===== src/rtl/ehi_pkg.sv =====
// ----------------------------------------------------------------------------
// ehi_pkg
// Shared constants and types for the edge/hyperplane intersection unit.
// ----------------------------------------------------------------------------
package ehi_pkg;

    // Default coordinate width (signed Q4.12) and fraction bits of t
    localparam int COORD_BITS_DEF      = 16;
    localparam int T_FRACTION_BITS_DEF = 16;

    // Entries in the queue between front and back
    localparam int QUEUE_DEPTH = 2;

    // Configuration register indexes
    localparam int REG_SLICE_LEVEL = 0;

    // Classification of one edge, passed from front to back
    typedef struct packed {
        logic hit;   // edge meets the hyperplane within its extent
        logic full;  // t is exactly one, point is the second endpoint
    } t_flags;

endpackage


===== src/rtl/ehi_front.sv =====
// ----------------------------------------------------------------------------
// ehi_front
// Classifies one edge against the slice level and packs a queue entry.
// ----------------------------------------------------------------------------
module ehi_front #(
    parameter int COORD_BITS = 16
) (
    input  logic [COORD_BITS-1:0]   i_slice_level,
    input  logic [COORD_BITS-1:0]   i_a_x,
    input  logic [COORD_BITS-1:0]   i_a_y,
    input  logic [COORD_BITS-1:0]   i_a_z,
    input  logic [COORD_BITS-1:0]   i_a_w,
    input  logic [COORD_BITS-1:0]   i_b_x,
    input  logic [COORD_BITS-1:0]   i_b_y,
    input  logic [COORD_BITS-1:0]   i_b_z,
    input  logic [COORD_BITS-1:0]   i_b_w,
    output logic [8*COORD_BITS+4:0] o_item
);
    import ehi_pkg::*;

    localparam int C = COORD_BITS;

    logic [C:0]   w_num;
    logic [C:0]   w_den;
    logic [C:0]   w_num_neg;
    logic [C:0]   w_den_neg;
    logic [C-1:0] w_num_mag;
    logic [C-1:0] w_den_mag;
    logic [C:0]   w_d_x;
    logic [C:0]   w_d_y;
    logic [C:0]   w_d_z;
    t_flags       w_flags;

    // Form numerator and denominator with one guard bit
    assign w_num = {i_slice_level[C-1], i_slice_level} - {i_a_w[C-1], i_a_w};
    assign w_den = {i_b_w[C-1], i_b_w} - {i_a_w[C-1], i_a_w};

    // Take magnitudes; they always fit in C bits
    assign w_num_neg = ~w_num + {{C{1'b0}}, 1'b1};
    assign w_den_neg = ~w_den + {{C{1'b0}}, 1'b1};
    assign w_num_mag = w_num[C] ? w_num_neg[C-1:0] : w_num[C-1:0];
    assign w_den_mag = w_den[C] ? w_den_neg[C-1:0] : w_den[C-1:0];

    // Hit when 0 <= t <= 1: nonzero den, matching signs, |num| <= |den|
    always_comb begin
        w_flags.hit  = (w_den != '0) &&
                       ((w_num == '0) || (w_num[C] == w_den[C])) &&
                       (w_num_mag <= w_den_mag);
        w_flags.full = (w_num_mag == w_den_mag);
    end

    // Endpoint differences for the point coordinates
    assign w_d_x = {i_b_x[C-1], i_b_x} - {i_a_x[C-1], i_a_x};
    assign w_d_y = {i_b_y[C-1], i_b_y} - {i_a_y[C-1], i_a_y};
    assign w_d_z = {i_b_z[C-1], i_b_z} - {i_a_z[C-1], i_a_z};

    assign o_item = {w_flags, w_num_mag, w_den_mag, i_a_x, i_a_y, i_a_z,
                     w_d_x, w_d_y, w_d_z};

endmodule


===== src/rtl/ehi_queue.sv =====
// ----------------------------------------------------------------------------
// ehi_queue
// Small register queue that decouples classification from computation.
// ----------------------------------------------------------------------------
module ehi_queue #(
    parameter int WIDTH = 8
) (
    input  logic             i_clk,
    input  logic             i_rst_n,
    input  logic             i_push,
    input  logic [WIDTH-1:0] i_data,
    input  logic             i_pop,
    output logic [WIDTH-1:0] o_data,
    output logic             o_empty,
    output logic             o_full
);
    import ehi_pkg::*;

    localparam int PTR_W = (QUEUE_DEPTH > 1) ? $clog2(QUEUE_DEPTH) : 1;
    localparam int CNT_W = $clog2(QUEUE_DEPTH + 1);

    logic [WIDTH-1:0] r_mem [0:QUEUE_DEPTH-1];
    logic [PTR_W-1:0] r_wr_ptr;
    logic [PTR_W-1:0] r_rd_ptr;
    logic [CNT_W-1:0] r_count;
    logic             w_do_push;
    logic             w_do_pop;

    assign o_empty   = (r_count == '0);
    assign o_full    = (r_count == CNT_W'(QUEUE_DEPTH));
    assign w_do_push = i_push && !o_full;
    assign w_do_pop  = i_pop && !o_empty;
    assign o_data    = r_mem[r_rd_ptr];

    // Store an entry
    always_ff @(posedge i_clk) begin
        if (w_do_push) begin
            r_mem[r_wr_ptr] <= i_data;
        end
    end

    // Advance pointers and occupancy
    always_ff @(posedge i_clk) begin
        if (!i_rst_n) begin
            r_wr_ptr <= '0;
            r_rd_ptr <= '0;
            r_count  <= '0;
        end else begin
            if (w_do_push) begin
                r_wr_ptr <= (r_wr_ptr == PTR_W'(QUEUE_DEPTH - 1)) ? '0 : r_wr_ptr + 1'b1;
            end
            if (w_do_pop) begin
                r_rd_ptr <= (r_rd_ptr == PTR_W'(QUEUE_DEPTH - 1)) ? '0 : r_rd_ptr + 1'b1;
            end
            if (w_do_push && !w_do_pop) begin
                r_count <= r_count + 1'b1;
            end else if (!w_do_push && w_do_pop) begin
                r_count <= r_count - 1'b1;
            end
        end
    end

endmodule


===== src/rtl/ehi_back.sv =====
// ----------------------------------------------------------------------------
// ehi_back
// Pipelined restoring divider for t, then scaling and offset per coordinate.
// ----------------------------------------------------------------------------
module ehi_back #(
    parameter int COORD_BITS      = 16,
    parameter int T_FRACTION_BITS = 16
) (
    input  logic                         i_clk,
    input  logic                         i_rst_n,
    input  logic                         i_valid,
    input  logic [8*COORD_BITS+4:0]      i_item,
    output logic                         o_valid,
    output logic                         o_hit,
    output logic signed [COORD_BITS-1:0] o_point_x,
    output logic signed [COORD_BITS-1:0] o_point_y,
    output logic signed [COORD_BITS-1:0] o_point_z
);
    import ehi_pkg::*;

    localparam int C  = COORD_BITS;
    localparam int T  = T_FRACTION_BITS;
    localparam int PW = T + C + 2;

    // Divider stage registers, stage 0 holds the freshly popped request
    logic           r_vld  [0:T];
    t_flags         r_flg  [0:T];
    logic [C-1:0]   r_rem  [0:T];
    logic [T-1:0]   r_quo  [0:T];
    logic [C-1:0]   r_ad   [0:T];
    logic [3*C-1:0] r_a    [0:T];
    logic [3*C+2:0] r_d    [0:T];

    // Product stage
    logic                 r_p_vld;
    t_flags               r_p_flg;
    logic [3*C-1:0]       r_p_a;
    logic [3*C+2:0]       r_p_d;
    logic signed [PW-1:0] r_prod [0:2];

    t_flags     w_in_flg;
    logic [C-1:0] w_in_an;
    logic [C-1:0] w_in_ad;
    logic [3*C-1:0] w_in_a;
    logic [3*C+2:0] w_in_d;

    assign {w_in_flg, w_in_an, w_in_ad, w_in_a, w_in_d} = i_item;

    // Load stage 0
    always_ff @(posedge i_clk) begin
        if (!i_rst_n) begin
            r_vld[0] <= 1'b0;
        end else begin
            r_vld[0] <= i_valid;
        end
    end

    always_ff @(posedge i_clk) begin
        r_flg[0] <= w_in_flg;
        r_rem[0] <= w_in_an;
        r_quo[0] <= '0;
        r_ad[0]  <= w_in_ad;
        r_a[0]   <= w_in_a;
        r_d[0]   <= w_in_d;
    end

    // One quotient bit per stage
    for (genvar s = 0; s < T; s++) begin : g_div
        logic [C:0] w_shift;
        logic [C:0] w_diff;
        logic       w_bit;

        assign w_shift = {r_rem[s], 1'b0};
        assign w_diff  = w_shift - {1'b0, r_ad[s]};
        assign w_bit   = (w_shift >= {1'b0, r_ad[s]});

        always_ff @(posedge i_clk) begin
            if (!i_rst_n) begin
                r_vld[s+1] <= 1'b0;
            end else begin
                r_vld[s+1] <= r_vld[s];
            end
        end

        always_ff @(posedge i_clk) begin
            r_rem[s+1] <= w_bit ? w_diff[C-1:0] : w_shift[C-1:0];
            r_quo[s+1] <= {r_quo[s][T-2:0], w_bit};
            r_flg[s+1] <= r_flg[s];
            r_ad[s+1]  <= r_ad[s];
            r_a[s+1]   <= r_a[s];
            r_d[s+1]   <= r_d[s];
        end
    end

    // Scale each difference by t
    always_ff @(posedge i_clk) begin
        if (!i_rst_n) begin
            r_p_vld <= 1'b0;
        end else begin
            r_p_vld <= r_vld[T];
        end
    end

    always_ff @(posedge i_clk) begin
        r_p_flg <= r_flg[T];
        r_p_a   <= r_a[T];
        r_p_d   <= r_d[T];
        for (int k = 0; k < 3; k++) begin
            r_prod[k] <= PW'($signed({1'b0, r_quo[T]}) *
                             $signed(r_d[T][(C+1)*(2-k) +: C+1]));
        end
    end

    // Floor the product (or take the whole difference when t is one), add the first endpoint, zero on no hit
    logic signed [C-1:0] n_point [0:2];

    always_comb begin
        logic signed [C:0] w_step;
        logic signed [C:0] w_sum;
        for (int k = 0; k < 3; k++) begin
            w_step = r_p_flg.full ? $signed(r_p_d[(C+1)*(2-k) +: C+1])
                                  : $signed(r_prod[k][T +: C+1]);
            w_sum  = $signed({r_p_a[C*(2-k)+C-1], r_p_a[C*(2-k) +: C]}) + w_step;
            n_point[k] = r_p_flg.hit ? w_sum[C-1:0] : '0;
        end
    end

    always_ff @(posedge i_clk) begin
        if (!i_rst_n) begin
            o_valid <= 1'b0;
        end else begin
            o_valid <= r_p_vld;
        end
    end

    always_ff @(posedge i_clk) begin
        o_hit     <= r_p_flg.hit;
        o_point_x <= n_point[0];
        o_point_y <= n_point[1];
        o_point_z <= n_point[2];
    end

endmodule


===== src/rtl/edge_hyperplane_intersect_unit.sv =====
// ----------------------------------------------------------------------------
// edge_hyperplane_intersect_unit
// Intersects a 4D edge with the hyperplane w = slice level.
// ----------------------------------------------------------------------------
// The unit takes one edge per clock (start high while busy is low) and
// returns exactly one result per edge, in order, after passing the front
// queue, the divider input register, the pipelined divider stages, the
// multiplier registers and the output register. o_valid marks each
// result for a single cycle and the receiver cannot hold it off; busy is
// high only during reset. The slice level is written over the APB port at
// byte address 0 and is sampled as each edge is taken.
module edge_hyperplane_intersect_unit
    #(
    parameter int COORD_BITS      = ehi_pkg::COORD_BITS_DEF,
    parameter int T_FRACTION_BITS = ehi_pkg::T_FRACTION_BITS_DEF
) (
    input  logic                         i_clk,
    input  logic                         i_rst_n,
    // Configuration port
    input  logic                         psel,
    input  logic                         penable,
    input  logic                         pwrite,
    input  logic [1:0]                   paddr,
    input  logic [31:0]                  pwdata,
    output logic [31:0]                  prdata,
    output logic                         pready,
    // Request
    input  logic                         start,
    output logic                         busy,
    input  logic signed [COORD_BITS-1:0] i_a_x,
    input  logic signed [COORD_BITS-1:0] i_a_y,
    input  logic signed [COORD_BITS-1:0] i_a_z,
    input  logic signed [COORD_BITS-1:0] i_a_w,
    input  logic signed [COORD_BITS-1:0] i_b_x,
    input  logic signed [COORD_BITS-1:0] i_b_y,
    input  logic signed [COORD_BITS-1:0] i_b_z,
    input  logic signed [COORD_BITS-1:0] i_b_w,
    // Result
    output logic                         o_valid,
    output logic                         o_hit,
    output logic signed [COORD_BITS-1:0] o_point_x,
    output logic signed [COORD_BITS-1:0] o_point_y,
    output logic signed [COORD_BITS-1:0] o_point_z
);
    import ehi_pkg::*;

    localparam int ITEM_W  = 8 * COORD_BITS + 5;
    localparam int LATENCY = T_FRACTION_BITS + 4;

    logic [COORD_BITS-1:0] r_slice_level;
    logic [ITEM_W-1:0]     w_push_item;
    logic [ITEM_W-1:0]     w_pop_item;
    logic                  w_q_empty;
    logic                  w_q_full;
    logic                  w_accept;
    logic                  w_cfg_wr;

    // Configuration register
    assign pready   = 1'b1;
    assign w_cfg_wr = psel && penable && pwrite && pready &&
                      (paddr[1:0] == 2'(REG_SLICE_LEVEL * 4));
    assign prdata   = 32'(r_slice_level);

    always_ff @(posedge i_clk) begin
        if (!i_rst_n) begin
            r_slice_level <= '0;
        end else if (w_cfg_wr) begin
            r_slice_level <= pwdata[COORD_BITS-1:0];
        end
    end

    // Accept a request whenever the queue has room and reset is released
    assign busy     = w_q_full || !i_rst_n;
    assign w_accept = start && !busy;

    ehi_front #(
        .COORD_BITS (COORD_BITS)
    ) u_front (
        .i_slice_level (r_slice_level),
        .i_a_x         (i_a_x),
        .i_a_y         (i_a_y),
        .i_a_z         (i_a_z),
        .i_a_w         (i_a_w),
        .i_b_x         (i_b_x),
        .i_b_y         (i_b_y),
        .i_b_z         (i_b_z),
        .i_b_w         (i_b_w),
        .o_item        (w_push_item)
    );

    ehi_queue #(
        .WIDTH (ITEM_W)
    ) u_queue (
        .i_clk   (i_clk),
        .i_rst_n (i_rst_n),
        .i_push  (w_accept),
        .i_data  (w_push_item),
        .i_pop   (!w_q_empty),
        .o_data  (w_pop_item),
        .o_empty (w_q_empty),
        .o_full  (w_q_full)
    );

    ehi_back #(
        .COORD_BITS      (COORD_BITS),
        .T_FRACTION_BITS (T_FRACTION_BITS)
    ) u_back (
        .i_clk     (i_clk),
        .i_rst_n   (i_rst_n),
        .i_valid   (!w_q_empty),
        .i_item    (w_pop_item),
        .o_valid   (o_valid),
        .o_hit     (o_hit),
        .o_point_x (o_point_x),
        .o_point_y (o_point_y),
        .o_point_z (o_point_z)
    );

    // Every request yields a result after the fixed latency
    a_latency_fwd: assert property (@(posedge i_clk) disable iff (!i_rst_n)
        w_accept |-> ##LATENCY o_valid)
        else $error("request produced no result");

    // No result without a matching request
    a_latency_bwd: assert property (@(posedge i_clk) disable iff (!i_rst_n)
        o_valid |-> $past(w_accept, LATENCY))
        else $error("result without request");

    // Back end drains every cycle, so the queue never fills
    a_queue_room: assert property (@(posedge i_clk) disable iff (!i_rst_n)
        !w_q_full)
        else $error("queue filled up");

    // A miss reports the origin
    a_miss_zero: assert property (@(posedge i_clk) disable iff (!i_rst_n)
        (o_valid && !o_hit) |-> (o_point_x == '0 && o_point_y == '0 &&
                                 o_point_z == '0))
        else $error("miss with nonzero point");

endmodule


===== config.mk =====
export PLATFORM = sky130hd
export DESIGN_NAME = edge_hyperplane_intersect_unit
export DESIGN_NICKNAME = d
export VERILOG_FILES = /design/src/rtl/ehi_pkg.sv /design/src/rtl/ehi_front.sv /design/src/rtl/ehi_queue.sv /design/src/rtl/ehi_back.sv /design/src/rtl/edge_hyperplane_intersect_unit.sv
export SDC_FILE = /design/constraint.sdc
export NUM_CORES = 2
export LEC_CHECK = 0
export ABC_AREA = 1
export BUFFER_PORTS_ARGS = -buffer_cell sky130_fd_sc_hd__buf_2
export CORE_ASPECT_RATIO = 0.5
export CORE_MARGIN = 5
export CORE_UTILIZATION = 30
export CTS_CLUSTER_DIAMETER = 120
export DETAILED_ROUTE_END_ITERATION = 7
export PLACE_DENSITY = 0.49
export SETUP_SLACK_MARGIN = 0.1
export SLEW_MARGIN = 0
export SYNTH_ARGS = -nofsm -noshare
export SYNTH_HDL_FRONTEND = slang
export SYNTH_SLANG_ARGS = --single-unit

===== constraint.sdc =====
create_clock -name i_clk -period 8.5 [get_ports i_clk]
set_input_delay 0.425 -clock i_clk [delete_from_list [all_inputs] [get_ports i_clk]]
set_output_delay 0.425 -clock i_clk [all_outputs]
set_load 0.01 [all_outputs]

# Yosys cells after proc, flatten, opt, wreduce, memory -nomap -nowiden
# Memories as Yosys holds them, arrays and structs flattened. A register that Yosys moved wholly into a read port is not among the register bits.
# Index checks and enable logic that the tools add are counted.
# op_classes
n_addsub	30
order_cmp	17
multipliers	3
bitwise_logic	19
shift	0
muxes	48
n_reduce_logical	22
div	0
eq_ne	3
# op_table
operator	count
$mux 16	21
$ge 17x16->1	16
$sub 16x16->16	16
$mul 17x17->34	3
$sub 16x16->17	5
$add 16x16->16	3
$add 16x1->16 const B	2
$not 16->16	2
$mux 1	25
$logic_not 17->1	1
$or 1x1->1	17
$reduce_bool 17->1	1
$eq 16x16->1	1
$le 16x16->1	1
$logic_and 1x1->1	9
$logic_not 1->1	6
$logic_not 2->1	2
$mux 2	2
$add 1x1->1 const B	2
$add 2x1->2 const B	1
$eq 2x2->1 const B	1
$logic_or 1x1->1	2
$reduce_bool 2->1	1
$sub 2x1->2 const B	1
$eq 1x1->1	1
# word_totals
ram_bits	2918
memories	9
elab_cells	161
ff_bits	120
latch_bits	0
mem_bits_ro	0
# mem_list
memory	depth	width	rd	rd_ports_with_merged_regs	wr	line_no	rtl
u_back.r_d	17	51	17	0	17	ehi_back.sv:32	logic [3*C+2:0] r_d [0:T];
u_back.r_a	17	48	17	1	17	ehi_back.sv:31	logic [3*C-1:0] r_a [0:T];
u_back.r_ad	17	16	16	0	17	ehi_back.sv:30	logic [C-1:0] r_ad [0:T];
u_back.r_quo	17	16	17	0	17	ehi_back.sv:29	logic [T-1:0] r_quo [0:T];
u_back.r_rem	17	16	16	0	17	ehi_back.sv:28	logic [C-1:0] r_rem [0:T];
u_queue.r_mem	2	133	1	1	1	ehi_queue.sv:22	logic [WIDTH-1:0] r_mem [0:QUEUE_DEPTH-1];
3 more memories	n/a	n/a	n/a	n/a	n/a	n/a	

# Longest topological paths before layout
# logic_depth
word_depth	9
depth_mapped	30

# Hierarchy
# From an unflattened synthesis, not the netlist that was laid out.
# unflattened
hier_cells	12190
hier_area_um2	118431.1
# modules_own_cells
mod	area_each_um2	cells_per_inst	n_inst
ehi_back	101541.1	10567	1
ehi_queue	10121.0	452	1
ehi_front	5870.6	1037	1
edge_hyperplane_intersect_unit	898.4	134	1

# Least setup slack after synthesis
# Ideal clock, no wire load.
# synth_timing
path_type	register to register
startpoint	register u_queue.r_count[0]
endpoint	memory u_queue.r_mem[0][0] (netlist name) (enable)
period_less_slack_ps	6747
path_stages_with_launch	5
t_required_ps	7872
arrival_time_ps	6119
path_buffers	0
setup_slack_ps	1753
path_cell_list	dfxtp_1 inv_1 nand2_1 nand3_1 nor2_1
# synth_via
elab_chain_len	7
# synth_lines
element	line_no	rtl
from (decl)	ehi_queue.sv:25	logic [CNT_W-1:0] r_count;
from (signal assigned)	ehi_queue.sv:56	r_count <= r_count + 1'b1;
from (signal assigned)	ehi_queue.sv:58	r_count <= r_count - 1'b1;
$eq 2x2->1 *	ehi_queue.sv:30	assign o_full = (r_count == CNT_W'(QUEUE_DEPTH));
$logic_or 1x1->1	edge_hyperplane_intersect_unit.sv:73	assign busy = w_q_full || !i_rst_n;
$logic_not 1->1	edge_hyperplane_intersect_unit.sv:74	assign w_accept = start && !busy;
$logic_and 1x1->1	edge_hyperplane_intersect_unit.sv:74	
$logic_and 1x1->1 *	ehi_queue.sv:31	assign w_do_push = i_push && !o_full;
$mux 1 *	ehi_queue.sv:37	if (w_do_push) begin
$mux 1 (not written as such) *	ehi_queue.sv:38	r_mem[r_wr_ptr] <= i_data;
to (decl)	ehi_queue.sv:22	
# Mark *: on every way between the ends. The rest lies on a longest branch, timed or not.

==> flow_metrics.py <==
metrics = {
    "status": {
        "run_status": "completed",
    },
    "timing": {
        "worst_pin_slew_ps": 1110,
        "fin_crit_ps": 6480,
        "slew_headroom_pct": 25.4,
        "setup_viol": 0,
        "period_share_pct": 76.3,
        "rsz0062_at_grt": "false",
        "slew_viol_final": 0,
        "fmax_ghz": 0.154,
        "finClkSkew_ps": 61.4,
        "tns_ps": 0,
        "timing_hold_violations_final": 0,
    },
    "place": {
        "portBuffers": 218,
        "place_congestion": 0.856,
        "dpl.cell_count": 16100,
        "post-dp-hpwl_um": 183000,
        "place_area_mm2": 0.121,
    },
    "critical_path": {
        "crit_path_cell_trace": "buf_4 -> nand2_1 -> fa_1 -> inv_1 -> fa_1 -> inv_1 -> fa_1 -> inv_1 -> fa_1 -> fa_1 -> fa_1 -> ha_1 -> a21oi_1 -> a21boi_0 -> o21ai_0 -> a221oi_1 -> nand2_1 -> nand2_1 -> nand2_1",
        "reg2reg_depth": 19,
        "critPathTopFamily": "adder cells",
        "worstPathMaxFanout": 30,
        "regToRegEndpoint": "u_back.r_prod[0][28]$_DFF_P_",
        "crit_top_cell": "fa_1",
        "worstSetupStartpoint": "u_back.r_quo[4][6]$_DFF_P_",
        "arrival_ps": 7190,
        "max_stage_delay_ps": 960,
        "crit_slowest_cell": "dfxtp_2",
        "reg2reg_from": "u_back.r_quo[4][6]$_DFF_P_",
        "crit_end": "u_back.r_prod[0][28]$_DFF_P_",
        "cp.depth": 19,
        "crit_buf_inv": 4,
        "critPathKind": "register to register",
        "cp.required_ps": 9210,
        "start_kind": "register",
        "cp-end-kind": "register",
        "r2r_setup_slack_ps": 2020,
    },
    "route": {
        "via_count": 67700,
        "antenna_left": 0,
        "drt_first_pass_iters": 5,
        "routed_wl_um": 242000,
        "viasPerCell": 4.06,
        "drt_iter0_drc": 3104,
        "remaining_drc_errors": 0,
        "wl_per_cell_um": 14.5,
    },
    "grt": {
        "grt_start_max_net_pins": 54,
        "grt_remaining_overflow": 0,
        "grt_pass1_wl_um": 391000,
        "antenna_found_initial": 20,
        "groute.usage.overall_pct": 12.3,
        "grt_pass1_vias": 71200,
    },
    "die": {
        "die_x_um": 882,
        "die_y_um": 446,
        "initial_utilization_pct": 30.1,
        "io_pins": 252,
        "die_area_mm2": 0.393,
        "coreArea_mm2": 0.379,
        "fp-row-count": 160,
    },
    "clock_network": {
        "cts_buffers": 274,
        "cts-root-buf": "clkbuf_16",
        "htreeDepth": 5,
        "clock_sinks": 2866,
        "ctsLongestPathBuffers": 4,
        "clock_latency_ps": 830,
        "clk_pin_slew_ps": 70,
        "cts_tree": "yes",
        "postCtsSetupBuffers": 0,
    },
    "cells_and_area": {
        "nNetsFinal": 12900,
        "instances_no_fill": 16700,
        "syn2layout_area_growth_pct": 14.7,
        "mostFrequentLayoutCell": "dfxtp_1",
        "design_area_mm2": 0.131,
        "utilization_pct": 34.5,
        "fillers": 38000,
        "mostFrequentLayoutCells": "dfxtp_1 (2,581), inv_1 (2,014), nand2_1 (1,931)",
        "drive_gt1_share_pct": 9.81,
    },
    "synth": {
        "synth_seq_cells": 2866,
        "synth_cell_types": 62,
        "yosysWarnings": 0,
        "syn_inst": 11000,
        "postSynthAreaPerCell_um2": 10.4,
        "syn-cell-area_mm2": 0.114,
        "ys_seq_area_share_pct": 52.6,
    },
    "min_path": {
        "hold_depth": 4,
        "hp-class": "input port to register",
    },
    "run": {
        "maxCapViolCount": 0,
    },
}
per-stage QoR:
stage	setup WS [ps]	hold WS [ps]
final	2020	92.9
after detailed placement	2060	312
after floorplan	1750	310
after global placement	2020	310
after CTS	2000	17.4
after global routing	1710	30.2
worst min path at each step:
stage | slack [ps] | end | from
2_1_floorplan | 310 | u_back.r_a[10][0]$_DFF_P_ | u_back.r_a[9][0]$_DFF_P_
3_5_place_dp | 310 | u_back.r_quo[4][3]$_DFF_P_ | u_back.r_quo[3][50]$_DFF_P_
6_report | 90 | u_queue.r_mem[0][0]$_DFFE_PP_ | i_b_z[0]
3_3_place_gp | 310 | u_back.r_a[9][8]$_DFF_P_ | u_back.r_a[8][8]$_DFF_P_
5_1_grt | 30 | u_queue.r_mem[0][0]$_DFFE_PP_ | i_b_z[0]
4_1_cts | 20 | u_queue.r_mem[0][17]$_DFFE_PP_ | i_b_y[0]
cells by family after synthesis:
group / Yosys count / share of synthesized area, %
DFF: 2866 / 52.6
and+or+nand+nor: 2758 / 9.83
buffers and inverters: 2313 / 7.90
adders and majority gates: 1385 / 19.4
AOI/OAI and AO/OA: 1142 / 5.95
xor gates and xnor gates: 323 / 2.49
muxes: 178 / 1.75
other: 2 / 0.00658
worst register-to-register path, stage by stage (launching register included):
cell and delay [ps]:
dfxtp_2 960, buf_4 480, nand2_1 120, fa_1 510
inv_1 50, fa_1 490, inv_1 50, fa_1 530
inv_1 50, fa_1 480, fa_1 530, fa_1 450
ha_1 330, a21oi_1 190, a21boi_0 330, o21ai_0 170
a221oi_1 430, nand2_1 100, nand2_1 70, nand2_1 50
cell type report:
cell class,instances,area [µm²],share of cell area [%]
diodes,6,15.0,0.0115
clock buffers,384,8070,6.17
clock inverters,100,1220,0.934
inverters,2033,7630,5.84
multi-input cells,5803,45100,34.5
flip-flops and latches,2866,60100,45.9
well taps,5103,6380,4.88
repair buffers,358,2300,1.76
cells in the mapped netlist, drive strengths merged:
master   number  area share (%)
edfxtp      266             7.0
clkbuf      193            0.63
o21ai       460             2.3
a2111oi       2           0.015
xnor2       130             1.0
buf          87            0.58
inv        2031             6.7
a21o         74            0.49
mux2i         3           0.026
ha          738             8.1
nand2      1973             6.6
dfxtp      2600              46
o2111ai       3           0.023
a31oi        32            0.18
a31o         15            0.12
nand3b       14           0.092
o21a         15           0.099
and3          2           0.011
a21boi       12           0.079
a21oi       439             1.9
o211ai        3           0.020
nor4         12           0.066
or2          12           0.066
nand4        39            0.22
fa          647              11
a211oi       14           0.092
o31a          1          0.0077
nor3b         3           0.024
clkinv        2          0.0066
nor2        418             1.4
and2          6           0.033
o221ai        6           0.046
o211a         1          0.0088
o31ai         4           0.026
nor3         52            0.27
mux2        175             1.7
conb          2          0.0066
nand3       227             1.0
a221oi       16            0.12
xor2        193             1.5
o21bai       31            0.32
a311oi       14            0.11
routing by layer:
| metal | up-vias | part of all wire (%) | track usage (%) | wire length [µm] |
|---|---|---|---|---|
| li1 | 34700 | - | - | - |
| met1 | 31600 | 47 | 16.4 | 114000 |
| met2 | 995 | 46 | 20.9 | 112000 |
| met3 | 420 | 3.1 | 1.71 | 7580 |
| met4 | 0 | 3.2 | 3.74 | 7710 |
| met5 | - | 0 | 0 | 0 |
sequential cells by signal, summed over array words and instances (netlist names), 48 cells and up, named ones only:
signal,cells
u_back.r_p_d,48
u_back.r_d,867
u_back.r_ad,256
u_back.r_a,816
u_queue.r_mem,266
u_back.r_prod,48
u_back.r_quo,136
u_back.r_p_a,48
u_back.r_rem,256
what timing repair did:
action / CTS / global route
hold buffers: 65 / 0
resized for setup: 0 / 0
hold endpoints to repair: 118 / 0
Power is left out: the tool's default activity adds up to more than one toggle a clock period on the data nets, which glitch-free logic cannot reach.
